===== src/hdl/lrusd_pkg.sv =====
// Shared types and codes for the LRU stack distance histogram block.
// No dependencies; imported by lrusd_cell and lru_stack_distance_histogram.

package lrusd_pkg;

    // Token that walks the stack chain, one cell per cycle
    typedef struct packed {
        logic active;
        logic done;
        logic hit;
    } tok_t;

    localparam logic CMD_ACCESS = 1'b0;
    localparam logic CMD_READ   = 1'b1;

    localparam logic [1:0] KIND_WITHIN  = 2'd0;
    localparam logic [1:0] KIND_BEYOND  = 2'd1;
    localparam logic [1:0] KIND_COLD    = 2'd2;
    localparam logic [1:0] KIND_READOUT = 2'd3;

endpackage


===== src/hdl/lrusd_cell.sv =====
// One entry of the LRU stack: holds a key and its valid bit, swaps with the
// token from the cell above and hands the displaced key to the cell below.
// Depends on lrusd_pkg.

module lrusd_cell #(
    parameter int KEY_BITS = 16,
    parameter int POS_W    = 9
) (
    input  logic                clk,
    input  logic                rst_n,
    input  logic [KEY_BITS-1:0] probe,
    input  lrusd_pkg::tok_t     tok_in,
    input  logic [KEY_BITS-1:0] key_in,
    input  logic [POS_W-1:0]    pos_in,
    output lrusd_pkg::tok_t     tok_out,
    output logic [KEY_BITS-1:0] key_out,
    output logic [POS_W-1:0]    pos_out
);
    import lrusd_pkg::*;

    logic [KEY_BITS-1:0] ent_key_reg, ent_key_next;
    logic                ent_valid_reg, ent_valid_next;
    tok_t                tok_reg, tok_next;
    logic [KEY_BITS-1:0] key_reg, key_next;
    logic [POS_W-1:0]    pos_reg, pos_next;
    logic                match;

    assign match = ent_valid_reg && (ent_key_reg == probe);

    always_comb
    begin
        ent_key_next   = ent_key_reg;
        ent_valid_next = ent_valid_reg;
        tok_next       = '0;
        key_next       = key_reg;
        pos_next       = pos_reg;
        if (tok_in.active)
        begin
            ent_key_next   = key_in;
            ent_valid_next = 1'b1;
            if (match)
            begin
                tok_next.done = 1'b1;
                tok_next.hit  = 1'b1;
                pos_next      = pos_in;
            end
            else if (!ent_valid_reg)
            begin
                tok_next.done = 1'b1;
                pos_next      = pos_in;
            end
            else
            begin
                // carry the displaced key one cell down
                tok_next.active = 1'b1;
                key_next        = ent_key_reg;
                pos_next        = pos_in + 1'b1;
            end
        end
        else if (tok_in.done)
        begin
            tok_next = tok_in;
            pos_next = pos_in;
        end
    end

    always_ff @(posedge clk or negedge rst_n)
    begin
        if (!rst_n)
        begin
            ent_valid_reg <= 1'b0;
            tok_reg       <= '0;
        end
        else
        begin
            ent_valid_reg <= ent_valid_next;
            tok_reg       <= tok_next;
        end
    end

    always_ff @(posedge clk)
    begin
        ent_key_reg <= ent_key_next;
        key_reg     <= key_next;
        pos_reg     <= pos_next;
    end

    assign tok_out = tok_reg;
    assign key_out = key_reg;
    assign pos_out = pos_reg;

endmodule

===== config.mk =====
export PLATFORM = sky130hd
export DESIGN_NAME = lrusd_cell
export DESIGN_NICKNAME = d
export VERILOG_FILES = /design/src/hdl/lrusd_pkg.sv /design/src/hdl/lrusd_cell.sv
export SDC_FILE = /design/constraint.sdc
export NUM_CORES = 1
export LEC_CHECK = 0
export BUFFER_PORTS_ARGS = -buffer_cell sky130_fd_sc_hd__buf_2
export CORE_AREA = 2 2 73 54
export CTS_BUF_LIST = sky130_fd_sc_hd__clkbuf_8
export DETAILED_ROUTE_END_ITERATION = 16
export DIE_AREA = 0 0 75 56
export GPL_TIMING_DRIVEN = 0
export PLACE_DENSITY = 0.83
export SLEW_MARGIN = 0
export SYNTH_ARGS = -nofsm -noshare
export SYNTH_HDL_FRONTEND = slang
export SYNTH_SLANG_ARGS = --single-unit

===== constraint.sdc =====
create_clock -name clk -period 2.96 [get_ports clk]
set_input_delay 0 -clock clk [delete_from_list [all_inputs] [get_ports clk]]
set_output_delay 0 -clock clk [all_outputs]
set_load 0.01 [all_outputs]

==> metrics.md <==
| Metric | Value |
|---|---|
| Maximum vdd drop | `303 uV` |
| First-pass iteration count of the detailed router | `4` |
| GRT Residual Overflow | `0` |
| Status | `completed` |
| WP data arrival | `2.31 ns` |
| Top cell type's share of synthesized area | `70.4%` |
| Final Non-Filler Cells | `254` |
| Compound-gate portion of the synthesized area | `0.286%` |
| Fillers | `263` |
| Cells after synthesis | `102` |
| Crit Path Max Fanout | `19` |
| Dpl hpwl | `2520 um` |
| Syn nets | `149` |
| Gpl congestion | `0.749` |
| Row count | `18` |
| Max clock buf depth | `2` |
| Commonest cells in the netlist | `41 x edfxtp_1, 17 x xor2_1, 7 x nand2_1, 7 x xnor2_1` |
| Largest net degree at the start of global routing | `24` |
| Synth unique cells | `21` |
| Finish-stage setup viols | `0` |
| Post-Synth Adder-Cell Area | `0.716%` |
| Worst Hold Class | `primary input to flip-flop` |
| Synth Area in Simple Gates | `9.74%` |
| DP Cell Count | `225` |
| First-pass GRT wire length | `5620 um` |
| Synth async-reset ratio | `8.89%` |
| Average vias per placed instance | `4.59` |
| Synth Register Bits | `45` |
| CP peak stage delay | `0.45 ns` |
| WHS | `0.0224 ns` |
| Post-CTS setup buffers | `0` |
| Vias in the first global route | `1,216` |
| Sequential-to-total area share from yosys stat | `76.2%` |
| Startpoint types | `flip-flop` |
| Clock share of power | `27.0%` |
| GRT Total Usage | `18.6%` |
| Root Buffer | `clkbuf_8` |
| Switch Pwr | `0.000275 W` |
| Final Hold Viols | `0` |
| Critical path's slowest cell | `nor4_1` |
| Cts bufs inserted | `5` |
| Fmax | `441 MHz` |
| RSZ-0062 raised after global routing | `false` |
| Multiplexer share of the synthesized area | `0.859%` |
| DRT iter0 DRCs | `77` |
| Worst-Skew Late Latency | `0.29 ns` |
| Core Area | `0.00345 sq mm` |
| CP Capture Type | `flip-flop` |
| Largest family of logic cells by synthesized area | `XOR/XNOR gates` |
| Pwr dens | `511 mW/mm^2` |
| I/O pin count | `74` |
| Internal power | `0.000984 W` |
| CTS Sinks | `45` |
| Comb power frac | `12.1%` |
| Clk_skew | `0.00542 ns` |
| Lkg Pwr | `1.05 nW` |
| CTS tree | `yes` |
| Main synth FF type | `edfxtp_1` |
| CTS clk-pin slew, worst paths | `0.08 ns` |
| Width of the die | `75 um` |
| Period utilization | `76.6%` |
| Fin Setup TNS | `0 ns` |
| Worst Tran Pin Value | `0.567 ns` |
| # H-tree levels | `2` |
| Initial Util | `50.7%` |
| Sequential power share | `60.9%` |
| Cell with the most instances after synthesis | `edfxtp_1` |
| Critical Path, Cell by Cell | `xor2_1 > nor4_1 > nand4_2 > nor2b_4 > mux2_4` |
| WL final | `3580 um` |
| Synth area leaders | `edfxtp_1 70%, xor2_1 8.5%, dfrtp_1 5.7%` |
| Worst setup path category | `flip-flop to flip-flop` |
| I/O Buffers | `73` |
| Area leader, netlist | `edfxtp_1` |
| Slew margin rel. | `62.1%` |
| Final ANT Viol Nets | `0` |
| Area Overhead vs Synth | `41.1%` |
| Post-DR wirelength/cell | `14.1 um` |
| Synth warn | `0` |
| Initial antenna violation count | `0` |
| Number of synthesized flops with an enable pin | `41` |
| Mean post-synth cell area | `17.1 sq um` |
| Share of post-route cells with drive strength above 1 | `40.7%` |
| Post-synthesis cell area | `0.00175 sq mm` |
| Post-synthesis xor/xnor area fraction | `12.0%` |
| DR vias | `1,166` |
| Ant. Diodes | `0` |
| Final Util | `71.6%` |
| Sw frac | `21.8%` |
| Max_cap viols | `0` |
| Die area | `0.00420 sq mm` |
| Final min period | `2.27 ns` |
| Nets | `250` |
| Die Ht | `56 um` |
| Final Max Slew Viols | `0` |
| CP required | `3.00 ns` |
| DRC Markers | `0` |
-- stage by stage --
step                instance area, sq um  power, W  worst slack [ns]
finish                              2470   0.00126             0.693
global route                        2470   0.00131             0.604
CTS                                 2470   0.00127             0.693
detailed placement                  2180  0.000914             0.700
global placement                    2180  0.000906             0.747
floorplan                           1750  0.000834              1.08
-- kinds of logic (layout without fill, tap and decap cells) --
family                     after synthesis  in the layout
xor gates and xnor gates                24             24
buffers and inverters                    1            103
muxes                                    1              1
adders and majority gates                1              1
and+or+nand+nor                         29             29
DFF                                     45             45
AOI/OAI and AO/OA                        1              1
-- final timing paths --
check	startpoint	to	slack (ns)	cells after the start
worst max-delay path	ent_key_reg[9]$_DFFE_PP_	pos_out[1]$_DFFE_PP_	0.69	5
worst min-delay path	pos_in[7]	pos_out[7]$_DFFE_PP_	0.02	2
worst max register to register	ent_key_reg[9]$_DFFE_PP_	pos_out[1]$_DFFE_PP_	0.69	5
worst min register to register	ent_key_reg[7]$_DFFE_PP_	key_out[7]$_DFFE_PP_	0.47	0
max in group asynchronous	rst_n	tok_out[0]$_DFF_PN0_	2.81	2
min in group asynchronous	rst_n	tok_out[1]$_DFF_PN0_	0.04	2
-- metal layers --
layer  vias to the layer above  wire length, um  part of all wire (%)  global-route usage (%)
met2                        45             1810                    50                    31.2
met4                         0               57                   1.6                    7.40
met3                         7              226                   6.3                    5.62
li1                        574                -                     -                       -
met1                       540             1490                    42                    21.9
met5                         -                0                     0                       0
-- repair_timing --
| item | in CTS | in global routing |
|---|---|---|
| hold buffers | 21 | 0 |
| hold endpoints to repair | 23 | 0 |
| resized for setup | 0 | 0 |
-- layout by cell type, fill, tap and decap left out --
cell,count
ha_1,1
nor2_1,4
inv_1,4
o21ai_0,1
nor3_1,2
edfxtp_1,41
mux2_4,1
dfrtp_1,4
nor4_2,1
nand2_1,7
nor2b_1,1
nand4_1,3
or2_2,1
nand3b_1,1
nor4_1,3
and3_1,2
clkbuf_8,5
nor2b_4,1
dlygate4sd3_1,21
nand3_1,2
nand4_2,1
xor2_1,17
xnor2_1,7
buf_2,73
-- critical path: cells and delay by family (launching register included) --
kind	cells	cell delay [ns]
muxes	1	0.33
xor gates and xnor gates	1	0.16
and+or+nand+nor	3	1.13
DFF	1	0.41
-- final cells by class --
class	count	area, sq um	share of cell area, %
sequential	45	1330	54.0
timing repair buffer	94	576	23.3
multi-input combinational	56	413	16.7
clock buffer	5	68.8	2.79
tap	50	62.6	2.54
clock inverter	3	11.3	0.457
inverter	1	3.75	0.152
-- power groups by stage --
stage          combinational [W]  clock, W  sequential, W
6_report                0.000153  0.000340       0.000766
5_1_grt                 0.000169  0.000374       0.000772
4_1_cts                 0.000154  0.000350       0.000767
3_5_place_dp            0.000133         0       0.000781
3_3_place_gp            0.000129         0       0.000777
2_1_floorplan          0.0000418         0       0.000792
Power figures use the tool's default switching activity.
